**config.mk**
```make
export PLATFORM = sky130hd
export DESIGN_NAME = synth_voice_allocator_unit
export DESIGN_NICKNAME = d
export VERILOG_FILES = /design/src/rtl/core/sva_pkg.sv /design/src/rtl/core/synth_voice_allocator_unit.sv /design/src/rtl/core/sva_ram.sv
export SDC_FILE = /design/constraint.sdc
export NUM_CORES = 1
export LEC_CHECK = 0
export BUFFER_PORTS_ARGS = -buffer_cell sky130_fd_sc_hd__buf_2
export CORE_AREA = 2 2 168 170
export CTS_CLUSTER_DIAMETER = 60
export DETAILED_ROUTE_END_ITERATION = 12
export DIE_AREA = 0 0 170 172
export PLACE_DENSITY = 0.79
export SYNTH_ARGS = -nofsm -noshare
export SYNTH_HDL_FRONTEND = slang
export SYNTH_HIERARCHICAL = 1
export SYNTH_SLANG_ARGS = --single-unit
```
**constraint.sdc**
```tcl
create_clock -name clk_i -period 4.6 [get_ports clk_i]
set_input_delay 0.23 -clock clk_i [delete_from_list [all_inputs] [get_ports clk_i]]
set_output_delay 0.23 -clock clk_i [all_outputs]
set_load 0.01 [all_outputs]
```
**src/rtl/core/sva_pkg.sv**
```systemverilog
// ----------------------------------------------------------------------------
// sva_pkg
// shared codes and field widths of the voice allocator
// ----------------------------------------------------------------------------
package sva_pkg;

  localparam int unsigned NoteW = 7;
  localparam int unsigned VelW  = 7;
  localparam int unsigned PolyW = 3;

  localparam int unsigned DefKeySlots = 16;
  localparam int unsigned DefVoices   = 4;

  localparam logic ActNoteOn  = 1'b0;
  localparam logic ActNoteOff = 1'b1;

  localparam logic CmdStart = 1'b0;
  localparam logic CmdStop  = 1'b1;

endpackage

```
**src/rtl/core/synth_voice_allocator_unit.sv**
```systemverilog
// ----------------------------------------------------------------------------
// synth_voice_allocator_unit
// held-key table in ram, round-robin voice allocation with oldest-key stealing
// ----------------------------------------------------------------------------
// one event at a time: the next event word is taken only in the idle state,
//   once the last event's commands have left the held register
// the table ram is read once per entry, in a read state and a check state
// reset: table count, busy flags, last voice cleared, polyphony one; ram contents
//   are not cleared, entries above the count are never read
module synth_voice_allocator_unit
  import sva_pkg::*;
#(
  parameter int unsigned KEY_SLOTS = DefKeySlots,
  parameter int unsigned VOICES    = DefVoices
) (
  input  logic        clk_i,
  input  logic        rst_ni,
  input  logic        cfg_we_i,
  input  logic [2:0]  cfg_wdata_i,   // polyphony
  input  logic        s_axis_tvalid,
  output logic        s_axis_tready,
  input  logic [15:0] s_axis_tdata,  // note[6:0], velocity[13:7], zero
  input  logic        s_axis_tuser,  // action
  output logic        m_axis_tvalid,
  input  logic        m_axis_tready,
  output logic [23:0] m_axis_tdata,  // voice[1:0], command[2], voice_note[9:3],
                                     // voice_velocity[16:10], zero
  output logic        m_axis_tlast
);

  localparam int unsigned VW = (VOICES > 1) ? $clog2(VOICES) : 1;
  localparam int unsigned PW = $clog2(VOICES + 1);
  localparam int unsigned KW = $clog2(KEY_SLOTS);
  localparam int unsigned CW = $clog2(KEY_SLOTS + 1);
  localparam int unsigned EW = NoteW + VelW + 1 + VW;

  typedef enum logic [3:0] {
    S_IDLE, S_MOD, S_SRCH, S_STL_RD, S_STL_CK, S_NWR,
    S_P1_RD, S_P1_CK, S_P2_RD, S_P2_CK, S_P3_RD, S_P3_CK, S_P3_WR, S_FIN
  } state_e;

  typedef struct packed {
    logic [VW-1:0]    voice;
    logic             voiced;
    logic [VelW-1:0]  vel;
    logic [NoteW-1:0] note;
  } entry_t;

  typedef struct packed {
    logic [VW-1:0]    voice;
    logic             cmd;
    logic [NoteW-1:0] note;
    logic [VelW-1:0]  vel;
  } res_t;

  state_e          state_q;
  logic            act_q;
  logic [NoteW-1:0] note_q;
  logic [VelW-1:0] vel_q;
  logic [CW-1:0]   cnt_q;
  logic [VOICES-1:0] busy_q;
  logic [VW-1:0]   last_q;
  logic [PW-1:0]   poly_q;
  logic [PW-1:0]   poly_d;
  logic [PW-1:0]   r_q;
  logic [VW-1:0]   v_q;
  logic [VW-1:0]   k_q;
  logic [VW-1:0]   newv_q;
  logic [KW-1:0]   i_q;
  logic [CW-1:0]   wp_q;
  logic [PW-1:0]   freed_q;
  logic            reasg_q;
  entry_t          ent_q;
  res_t            pend_q;
  logic            pend_v_q;
  res_t            out_q;
  logic            out_v_q;
  logic            out_last_q;

  entry_t          rd_ent;
  logic [EW-1:0]   rd_data;
  logic            we;
  logic [KW-1:0]   waddr;
  entry_t          wdata;
  logic            emit_req;
  res_t            emit_res;
  logic            can_emit;
  logic            stall;
  logic            out_load;
  logic [VW-1:0]   v_inc;

  sva_ram #(
    .Width (EW),
    .Depth (KEY_SLOTS)
  ) u_keys (
    .clk_i   (clk_i),
    .we_i    (we && !stall),
    .waddr_i (waddr),
    .wdata_i (wdata),
    .raddr_i (i_q),
    .rdata_o (rd_data)
  );

  assign rd_ent = entry_t'(rd_data);

  always_comb begin
    if (32'(cfg_wdata_i) > VOICES) begin
      poly_d = PW'(VOICES);
    end else if (cfg_wdata_i == 3'd0) begin
      poly_d = PW'(1);
    end else begin
      poly_d = PW'(cfg_wdata_i);
    end
  end

  assign v_inc = ((PW'(v_q) + PW'(1)) == poly_q) ? '0 : VW'(v_q + VW'(1));

  always_comb begin
    emit_req = 1'b0;
    emit_res = '{voice: rd_ent.voice, cmd: CmdStop, note: rd_ent.note, vel: rd_ent.vel};
    we       = 1'b0;
    waddr    = i_q;
    wdata    = rd_ent;
    case (state_q)
      S_STL_CK: begin
        if (rd_ent.voiced) begin
          emit_req     = 1'b1;
          we           = 1'b1;
          wdata.voiced = 1'b0;
          wdata.voice  = '0;
        end
      end
      S_NWR: begin
        emit_req = 1'b1;
        emit_res = '{voice: newv_q, cmd: CmdStart, note: note_q, vel: vel_q};
        we       = 1'b1;
        waddr    = cnt_q[KW-1:0];
        wdata    = '{voice: newv_q, voiced: 1'b1, vel: vel_q, note: note_q};
      end
      S_P1_CK: begin
        emit_req = rd_ent.voiced && (rd_ent.note == note_q);
      end
      S_P2_CK: begin
        we    = (rd_ent.note != note_q);
        waddr = wp_q[KW-1:0];
      end
      S_P3_WR: begin
        emit_req = 1'b1;
        emit_res = '{voice: v_q, cmd: CmdStart, note: ent_q.note, vel: ent_q.vel};
        we       = 1'b1;
        wdata    = '{voice: v_q, voiced: 1'b1, vel: ent_q.vel, note: ent_q.note};
      end
      default: ;
    endcase
  end

  assign can_emit = !pend_v_q || !out_v_q || m_axis_tready;
  assign stall    = emit_req && !can_emit;
  assign out_load = (emit_req && !stall && pend_v_q) ||
                    (state_q == S_FIN && pend_v_q && (!out_v_q || m_axis_tready));

  always_ff @(posedge clk_i or negedge rst_ni) begin
    if (!rst_ni) begin
      state_q    <= S_IDLE;
      cnt_q      <= '0;
      busy_q     <= '0;
      last_q     <= '0;
      poly_q     <= PW'(1);
      pend_v_q   <= 1'b0;
      out_v_q    <= 1'b0;
      out_last_q <= 1'b0;
    end else begin
      if (cfg_we_i) begin
        poly_q <= poly_d;
      end
      if (out_v_q && m_axis_tready && !out_load) begin
        out_v_q <= 1'b0;
      end
      if (emit_req && !stall) begin
        if (pend_v_q) begin
          out_q      <= pend_q;
          out_last_q <= 1'b0;
          out_v_q    <= 1'b1;
        end
        pend_q   <= emit_res;
        pend_v_q <= 1'b1;
      end
      if (!stall) begin
        case (state_q)
          S_IDLE: begin
            if (s_axis_tvalid) begin
              act_q   <= s_axis_tuser;
              note_q  <= s_axis_tdata[6:0];
              vel_q   <= s_axis_tdata[13:7];
              reasg_q <= 1'b0;
              freed_q <= '0;
              r_q     <= PW'(last_q) + PW'(1);
              if (s_axis_tuser == ActNoteOn) begin
                state_q <= (cnt_q == CW'(KEY_SLOTS)) ? S_FIN : S_MOD;
              end else if (cnt_q == '0) begin
                state_q <= S_FIN;
              end else begin
                i_q     <= KW'(cnt_q - CW'(1));
                state_q <= S_P1_RD;
              end
            end
          end
          S_MOD: begin
            if (r_q >= poly_q) begin
              r_q <= r_q - poly_q;
            end else begin
              v_q     <= VW'(r_q);
              k_q     <= '0;
              state_q <= S_SRCH;
            end
          end
          S_SRCH: begin
            if (!busy_q[v_q]) begin
              busy_q[v_q] <= 1'b1;
              last_q      <= v_q;
              newv_q      <= v_q;
              state_q     <= reasg_q ? S_P3_WR : S_NWR;
            end else if (PW'(k_q) == poly_q - PW'(1)) begin
              newv_q <= '0;
              i_q    <= '0;
              if (reasg_q) begin
                state_q <= S_FIN;
              end else begin
                state_q <= (cnt_q == '0) ? S_NWR : S_STL_RD;
              end
            end else begin
              k_q <= k_q + VW'(1);
              v_q <= v_inc;
            end
          end
          S_STL_RD: state_q <= S_STL_CK;
          S_STL_CK: begin
            if (rd_ent.voiced) begin
              newv_q  <= rd_ent.voice;
              state_q <= S_NWR;
            end else if (CW'(i_q) + CW'(1) == cnt_q) begin
              state_q <= S_NWR;
            end else begin
              i_q     <= i_q + KW'(1);
              state_q <= S_STL_RD;
            end
          end
          S_NWR: begin
            cnt_q   <= cnt_q + CW'(1);
            state_q <= S_FIN;
          end
          S_P1_RD: state_q <= S_P1_CK;
          S_P1_CK: begin
            if (emit_req) begin
              busy_q[rd_ent.voice] <= 1'b0;
              freed_q              <= freed_q + PW'(1);
            end
            if (i_q == '0) begin
              wp_q    <= '0;
              state_q <= S_P2_RD;
            end else begin
              i_q     <= i_q - KW'(1);
              state_q <= S_P1_RD;
            end
          end
          S_P2_RD: state_q <= S_P2_CK;
          S_P2_CK: begin
            if (rd_ent.note != note_q) begin
              wp_q <= wp_q + CW'(1);
            end
            if (CW'(i_q) + CW'(1) == cnt_q) begin
              cnt_q <= (rd_ent.note != note_q) ? wp_q + CW'(1) : wp_q;
              if (freed_q == '0) begin
                state_q <= S_FIN;
              end else if (rd_ent.note != note_q) begin
                i_q     <= KW'(wp_q);
                state_q <= S_P3_RD;
              end else if (wp_q == '0) begin
                state_q <= S_FIN;
              end else begin
                i_q     <= KW'(wp_q - CW'(1));
                state_q <= S_P3_RD;
              end
            end else begin
              i_q     <= i_q + KW'(1);
              state_q <= S_P2_RD;
            end
          end
          S_P3_RD: state_q <= S_P3_CK;
          S_P3_CK: begin
            if (!rd_ent.voiced) begin
              ent_q   <= rd_ent;
              reasg_q <= 1'b1;
              r_q     <= PW'(last_q) + PW'(1);
              state_q <= S_MOD;
            end else if (i_q == '0) begin
              state_q <= S_FIN;
            end else begin
              i_q     <= i_q - KW'(1);
              state_q <= S_P3_RD;
            end
          end
          S_P3_WR: begin
            freed_q <= freed_q - PW'(1);
            if (freed_q == PW'(1) || i_q == '0) begin
              state_q <= S_FIN;
            end else begin
              i_q     <= i_q - KW'(1);
              state_q <= S_P3_RD;
            end
          end
          S_FIN: begin
            if (!pend_v_q) begin
              state_q <= S_IDLE;
            end else if (!out_v_q || m_axis_tready) begin
              out_q      <= pend_q;
              out_last_q <= 1'b1;
              out_v_q    <= 1'b1;
              pend_v_q   <= 1'b0;
              state_q    <= S_IDLE;
            end
          end
          default: state_q <= S_IDLE;
        endcase
      end
    end
  end

  assign s_axis_tready = (state_q == S_IDLE);
  assign m_axis_tvalid = out_v_q;
  assign m_axis_tlast  = out_last_q;
  assign m_axis_tdata  = {7'd0, out_q.vel, out_q.note, out_q.cmd, 2'(out_q.voice)};

`ifndef SYNTH
  a_cnt_range: assert property (@(posedge clk_i) disable iff (!rst_ni)
    cnt_q <= CW'(KEY_SLOTS)) else $error("key count beyond table");
  a_poly_range: assert property (@(posedge clk_i) disable iff (!rst_ni)
    poly_q != '0 && poly_q <= PW'(VOICES)) else $error("polyphony out of range");
  a_idle_no_pend: assert property (@(posedge clk_i) disable iff (!rst_ni)
    state_q == S_IDLE |-> !pend_v_q) else $error("held result left behind");
  a_pend_into_out: assert property (@(posedge clk_i) disable iff (!rst_ni)
    (state_q == S_FIN && pend_v_q && (!out_v_q || m_axis_tready)) |=>
      (out_v_q && out_last_q)) else $error("final word not marked last");
`endif

endmodule

```
**src/rtl/core/sva_ram.sv**
```systemverilog
// ----------------------------------------------------------------------------
// sva_ram
// generic single-write, single-read ram with registered read
// ----------------------------------------------------------------------------
module sva_ram #(
  parameter int unsigned Width = 8,
  parameter int unsigned Depth = 16,
  localparam int unsigned AW = (Depth > 1) ? $clog2(Depth) : 1
) (
  input  logic             clk_i,
  input  logic             we_i,
  input  logic [AW-1:0]    waddr_i,
  input  logic [Width-1:0] wdata_i,
  input  logic [AW-1:0]    raddr_i,
  output logic [Width-1:0] rdata_o
);

  logic [Width-1:0] mem_q [Depth];
  logic [Width-1:0] rdata_q;

  always_ff @(posedge clk_i) begin
    if (we_i) begin
      mem_q[waddr_i] <= wdata_i;
    end
    rdata_q <= mem_q[raddr_i];
  end

  assign rdata_o = rdata_q;

endmodule

```
==> results of run 1 <==
-- routing by layer --
| metal | share of wire, % | vias to the layer above | track usage [%] |
|---|---|---|---|
| li1 | - | 4234 | - |
| met1 | 40 | 4906 | 33.83 |
| met2 | 50 | 403 | 44.38 |
| met3 | 6.5 | 93 | 3.937 |
| met4 | 3.6 | 0 | 10.78 |
| met5 | 0 | - | 0 |
-- stage by stage --
step	total power, W	instance area [um2]	cells	setup WS (ns)	utilization [%]
floorplan	0.008505	16790	1035	0.9118	-
global placement	0.009772	17540	1410	1.191	63.82
detailed placement	0.009923	17540	1410	1.103	63.82
CTS	0.01310	18990	1498	1.104	69.12
global route	0.01366	18990	1498	0.9148	69.12
finish	0.01307	18990	1498	0.9809	69.12
-- repair_timing --
action	4_1_cts	5_1_grt
hold buffers	19	0
setup buffers	0	0
hold endpoints to repair	37	0
-- Yosys cell counts, types with 6 or more instances --
master and n:
edfxtp_1 356, nor2b_1 6, inv_1 26, nand2b_1 14, xor2_1 18, dfxtp_1 17
buf_2 19, o21ai_0 19, mux2i_1 10, mux2_2 9, dfrtp_1 20, a21oi_1 27
nand2_1 99, ha_1 21, mux2_1 10, nor3_1 12, o22ai_1 12, nor2_1 50
mux4_2 66, xnor2_1 13, nand3_1 14, buf_4 7, a22oi_1 51, clkbuf_1 19
-- report_power, final --
part / internal, W / switching, W
combinational: 0.00160 / 0.00270
clock: 0.00181 / 0.00132
sequential: 0.00520 / 0.000448
-- logic make-up after synthesis --
kind of cell | Yosys count
other | 1
XOR/XNOR | 31
adder cells (fa/ha/maj) | 22
buffers and inverters | 80
multiplexers | 100
AND/OR/NAND/NOR | 231
flip-flops | 394
AO/OA/AOI/OAI | 170
-- path summary, 6_finish.rpt --
check	slack (ns)	to	cells after the start
worst max-delay path	0.98	u_keys/mem_q[9][3]	7
worst min-delay path	0.02	m_axis_tvalid	3
worst max register to register	0.98	u_keys/mem_q[9][3]	7
worst min register to register	0.44	ent_q[10]	0
max in group asynchronous	3.91	last_q[0]	3
min in group asynchronous	0.30	poly_q[1]	3
-- worst register-to-register path: stages, from the launching register on --
cell and delay (ns):
dfrtp_1 0.95, inv_1 0.34, a21oi_1 0.21, o22ai_1 0.10
a21oi_1 0.71, nand2b_1 0.36, nor2_2 0.38, buf_4 0.27
-- registers in the layout, summed over array words and instances (netlist names), 5 cells and up --
signal          cells
cnt_q               5
ent_q              14
m_axis_tdata       17
note_q              7
pend_q             17
u_keys/mem_q      272
u_keys/rdata_o     17
vel_q               7
wp_q                5
-- area by class of cell --
| type | instances | area [um2] |
|---|---|---|
| sequential | 394 | 11560 |
| tap | 346 | 432.9 |
| clock buffer | 53 | 1102 |
| multi-input combinational | 561 | 4905 |
| timing repair buffer | 102 | 733.2 |
| clock inverter | 16 | 163.9 |
| inverter | 26 | 97.59 |
| fill | 1746 | 8484 |
==> metrics.txt, run 1 <==
status=finished, final reports clean; # resized after CTS=0; FFs w/ async S/R, synth=5.330%; Final period util=78.68%; H-tree depth=2; routed via count=9636; Total GRT Usage=25.97%; maximum VDD drop=0.3813 mV; Critical R2R Launch=state_q[3]; most common cell after layout, fill and taps aside=edfxtp_1; Fmax=276.3 MHz; Syn Std Cell Area=0.01677 mm2; Placer Congestion=0.9284; Initial Util=61.03%; simple logic cell fraction of the synthesized area=6.603%; Slowest Stage Delay on Critical Path=0.95 ns; WP buf/inv=2; I/O Buffers=42; CTS tree=yes; CP top delay family=compound AO/OA/AOI/OAI gates; Layout Skew=0.01139 ns; Clock Pin Slew Worst Setup and Hold Paths=0.06 ns; critical-path cell list=inv_1 > a21oi_1 > o22ai_1 > a21oi_1 > nand2b_1 > nor2_2 > buf_4; Post-synth EDFFs=356; PwrDens=688.3 mW/mm2; total wire length=36750 um; CP Capture Type=flip-flop; Tmin final=3.619 ns; crit path launch=state_q[3]; Final Hold Viols=0; Top cell by count, worst path=a21oi_1; Rel. slew slack=33.70%; Final Net Count=1173; first-pass iteration count of the detailed router=5; hold crit path type=in -> reg; Max Buffers Root-to-Sink=3; worst-skew pair later-pin latency=0.54 ns; DP Wirelength=22950 um; worst min-delay path startpoint=m_axis_tready; WHS=0.02481 ns; Setup CP Type=reg -> reg; max-cap viol count=0; multiplexer share of the synthesized area=11.39%; final setup TNS=0 ns; Die W=170 um; sequential area share after synthesis=68.92%; num rows=61; DRC=0; YS warnings=6; largest area contributor in the netlist=edfxtp_1; FF+latch count, synth=394; I/O pin total=52; crit path DAT=3.86 ns; required time of the critical path=4.84 ns; drt first-iter violations=1024; Gate Count Post-Synth=1029; via count of the first global-routing pass=9751; Die Ht=172 um; Worst path slowest cell=dfrtp_1; Sink Count=394; Area Growth Syn to Fin=13.25%; core area=0.02748 mm2; Worst-Margin Slew=0.9945 ns; adder-cell share of the synthesized area=1.686%; largest net degree at the start of global routing=75; Root Driver=clkbuf_16; combinational family with the most area after synthesis=multiplexers; Detail Route Antenna Nets=0; final setup fails=0; Die ar.=0.02924 mm2; Compound-Gate Fraction of Synth Area=7.394%; largest cells by area after synthesis=edfxtp_1 64%, mux4_2 8.9%, dfrtp_1 3.0%, a22oi_1 2.3%, nand2_1 2.2%; cts bufs inserted=41; Wirelength per Cell=24.53 um; Slew Limit Fails=0; commonest cells after routing, fill and taps aside=356 x edfxtp_1, 99 x nand2_1, 66 x mux4_2; layout cell share with drive strength beyond 1=21.61%; leakage=6.601 nW; antenna cells=0; syn avg cell area=16.30 um2; via density per instance=6.433; Remaining Overflow, GRT=0; unrepaired setup endpoints after global routing=false; share of the synthesized area in the top cell type=63.75%; initial antenna violation count=0; Crit Path Max Fanout=29; top_reg_cell synth=edfxtp_1; Startpoint Class=flip-flop; Yosys cell types=86; first-pass GRT wire length=56280 um; XOR/XNOR Fraction of Synth Area=1.619%
Note: power is estimated with default switching activity, not from simulation.
==> run 2, diff against run 1 <==
- CORE_AREA: 2 2 168 170 -> 2 2 177 179
- DIE_AREA: 0 0 170 172 -> 0 0 179 181
- PLACE_DENSITY: 0.79 -> 0.75
- clock period: 4.6 -> 2.97 ns (I/O delays scaled with it)
==> run 2 against run 1 <==
Compared with the run above:
- largest power group unchanged
- via count grew 0.76%
- count of clock-buffer cells in the layout is 2 higher
- critical endpoint is now i_q[2]
- sequential share of layout area fell by 1.3 points
- sequential cell count is the same
- clock power is 51% higher
==> metrics.txt, run 2 (same netlist as run 1, synthesis figures left out) <==
routed via count=9709; Slew Limit Fails=0; Setup Fix Bufs, Post-CTS=0; Setup CP Type=reg -> reg; worst min-delay path startpoint=s_axis_tvalid; first-pass GRT wire length=58660 um; # resized after CTS=0; Remaining Overflow, GRT=0; Top reg by flops=u_keys/mem_q; Total GRT Usage=24.48%; max-cap viol count=0; Placer Congestion=0.9369; Wirelength per Cell=24.07 um; layout cell share with drive strength beyond 1=24.08%; commonest cells after routing, fill and taps aside=356 x edfxtp_1, 99 x nand2_1, 75 x buf_4; Die Ht=181 um; Worst-Margin Slew=0.6958 ns; drt first-iter violations=1232; worst-skew pair later-pin latency=0.53 ns; H-tree depth=2; core area=0.03035 mm2; maximum VDD drop=0.5231 mV; WHS=0.05719 ns; most common cell after layout, fill and taps aside=edfxtp_1; largest net degree at the start of global routing=43; hold_buf cts=21; crit path launch=state_q[1]; Crit Path Max Fanout=14; cts bufs inserted=40; Die W=179 um; I/O Buffers=42; Final Hold Viols=0; status=finished, final reports clean; via count of the first global-routing pass=9817; crit path DAT=2.93 ns; placed cell areas=0.01795 mm2; Max Buffers Root-to-Sink=3; DRC=0; antenna cells=0; Area Growth Syn to Fin=15.71%; CTS tree=yes; initial antenna violation count=0; CP Capture Type=flip-flop; I/O pin total=52; required time of the critical path=3.22 ns; final setup fails=0; Tmin final=2.682 ns; Critical R2R Launch=state_q[1]; PwrDens=1056 mW/mm2; Detail Route Antenna Nets=0; Fmax=372.8 MHz; total wire length=38320 um; Final Net Count=1213; Hold Path Depth=3; DP Wirelength=24590 um; Final period util=90.31%; hold crit path type=in -> reg; Root Driver=clkbuf_16; FILL cells=2101; Startpoint Class=flip-flop; Rel. slew slack=53.61%; unrepaired setup endpoints after global routing=false; final setup TNS=0 ns; Layout Skew=0.01947 ns; via density per instance=6.099; Die ar.=0.03240 mm2; Finished Core Util=63.93%; Initial Util=55.26%; r2r worst-path depth=8; Clock Pin Slew Worst Setup and Hold Paths=0.06 ns; Finished Cell Area=0.01940 mm2; max reg flops=272; num rows=64; first-pass iteration count of the detailed router=5; Sink Count=394; leakage=6.813 nW
run 2: cell count changes in the layout (fill, tap and decap cells not counted):
cell           before  now
clkbuf_1           10   11
nor3_2              5    1
buf_12              2    5
bufinv_16           2    1
clkinv_1            4    6
clkbuf_8            1    2
dlygate4sd3_1      19   21
inv_16              1    0
nor3_4              0    4
buf_4              39   75
clkinv_2            6    8
inv_8               2    1
run 2: path summary, 6_finish.rpt:
| check | end | slack, ns |
|---|---|---|
| setup / recovery | i_q[2] | 0.29 |
| min in group asynchronous | cnt_q[2] | 0.27 |
| hold / removal | reasg_q | 0.06 |
| setup reg to reg | i_q[2] | 0.29 |
| max in group asynchronous | state_q[0] | 2.32 |
| hold reg to reg | ent_q[9] | 0.43 |
run 2: per-layer routing:
layer	track usage [%]	share of wire [%]
met3	4.040	8.0
met1	35.17	42
met2	38.77	48
met4	7.447	2.8
met5	0	0
run 2: where the power goes:
group	internal [W]	total [W]	leakage [nW]	switching, W
Sequential	0.00804	0.00861	3.63	0.000563
Clock	0.00273	0.00473	0.613	0.00200
Combinational	0.00273	0.00716	2.57	0.00443
Total	0.0135	0.0205	6.81	0.00699
run 2: worst max-delay path, stage by stage (launching register included):
cell and delay [ns]:
dfrtp_1 0.49, buf_4 0.24, nand2_1 0.22, nor2_1 0.14
a41oi_4 0.37, o21ai_2 0.19, nand2b_1 0.24, nor4_1 0.30
buf_4 0.20
run 2: cell type report:
| class | count | area [um2] | share of cell area [%] |
|---|---|---|---|
| inverters | 26 | 97.59 | 0.5030 |
| well taps | 396 | 495.5 | 2.554 |
| clock buffers | 55 | 1120 | 5.771 |
| flip-flops and latches | 394 | 11560 | 59.56 |
| clock inverters | 17 | 120.1 | 0.6190 |
| multi-input cells | 561 | 4930 | 25.41 |
| repair buffers | 143 | 1084 | 5.584 |
run 2: through the flow:
step	setup WS, ns	total power (W)	instances
after global placement	0.3467	0.01553	1499
after global routing	0.07237	0.02147	1592
final	0.2878	0.02050	1592
after floorplan	-0.2708	0.01321	1035
after detailed placement	0.3165	0.01572	1499
after CTS	0.3113	0.02052	1592
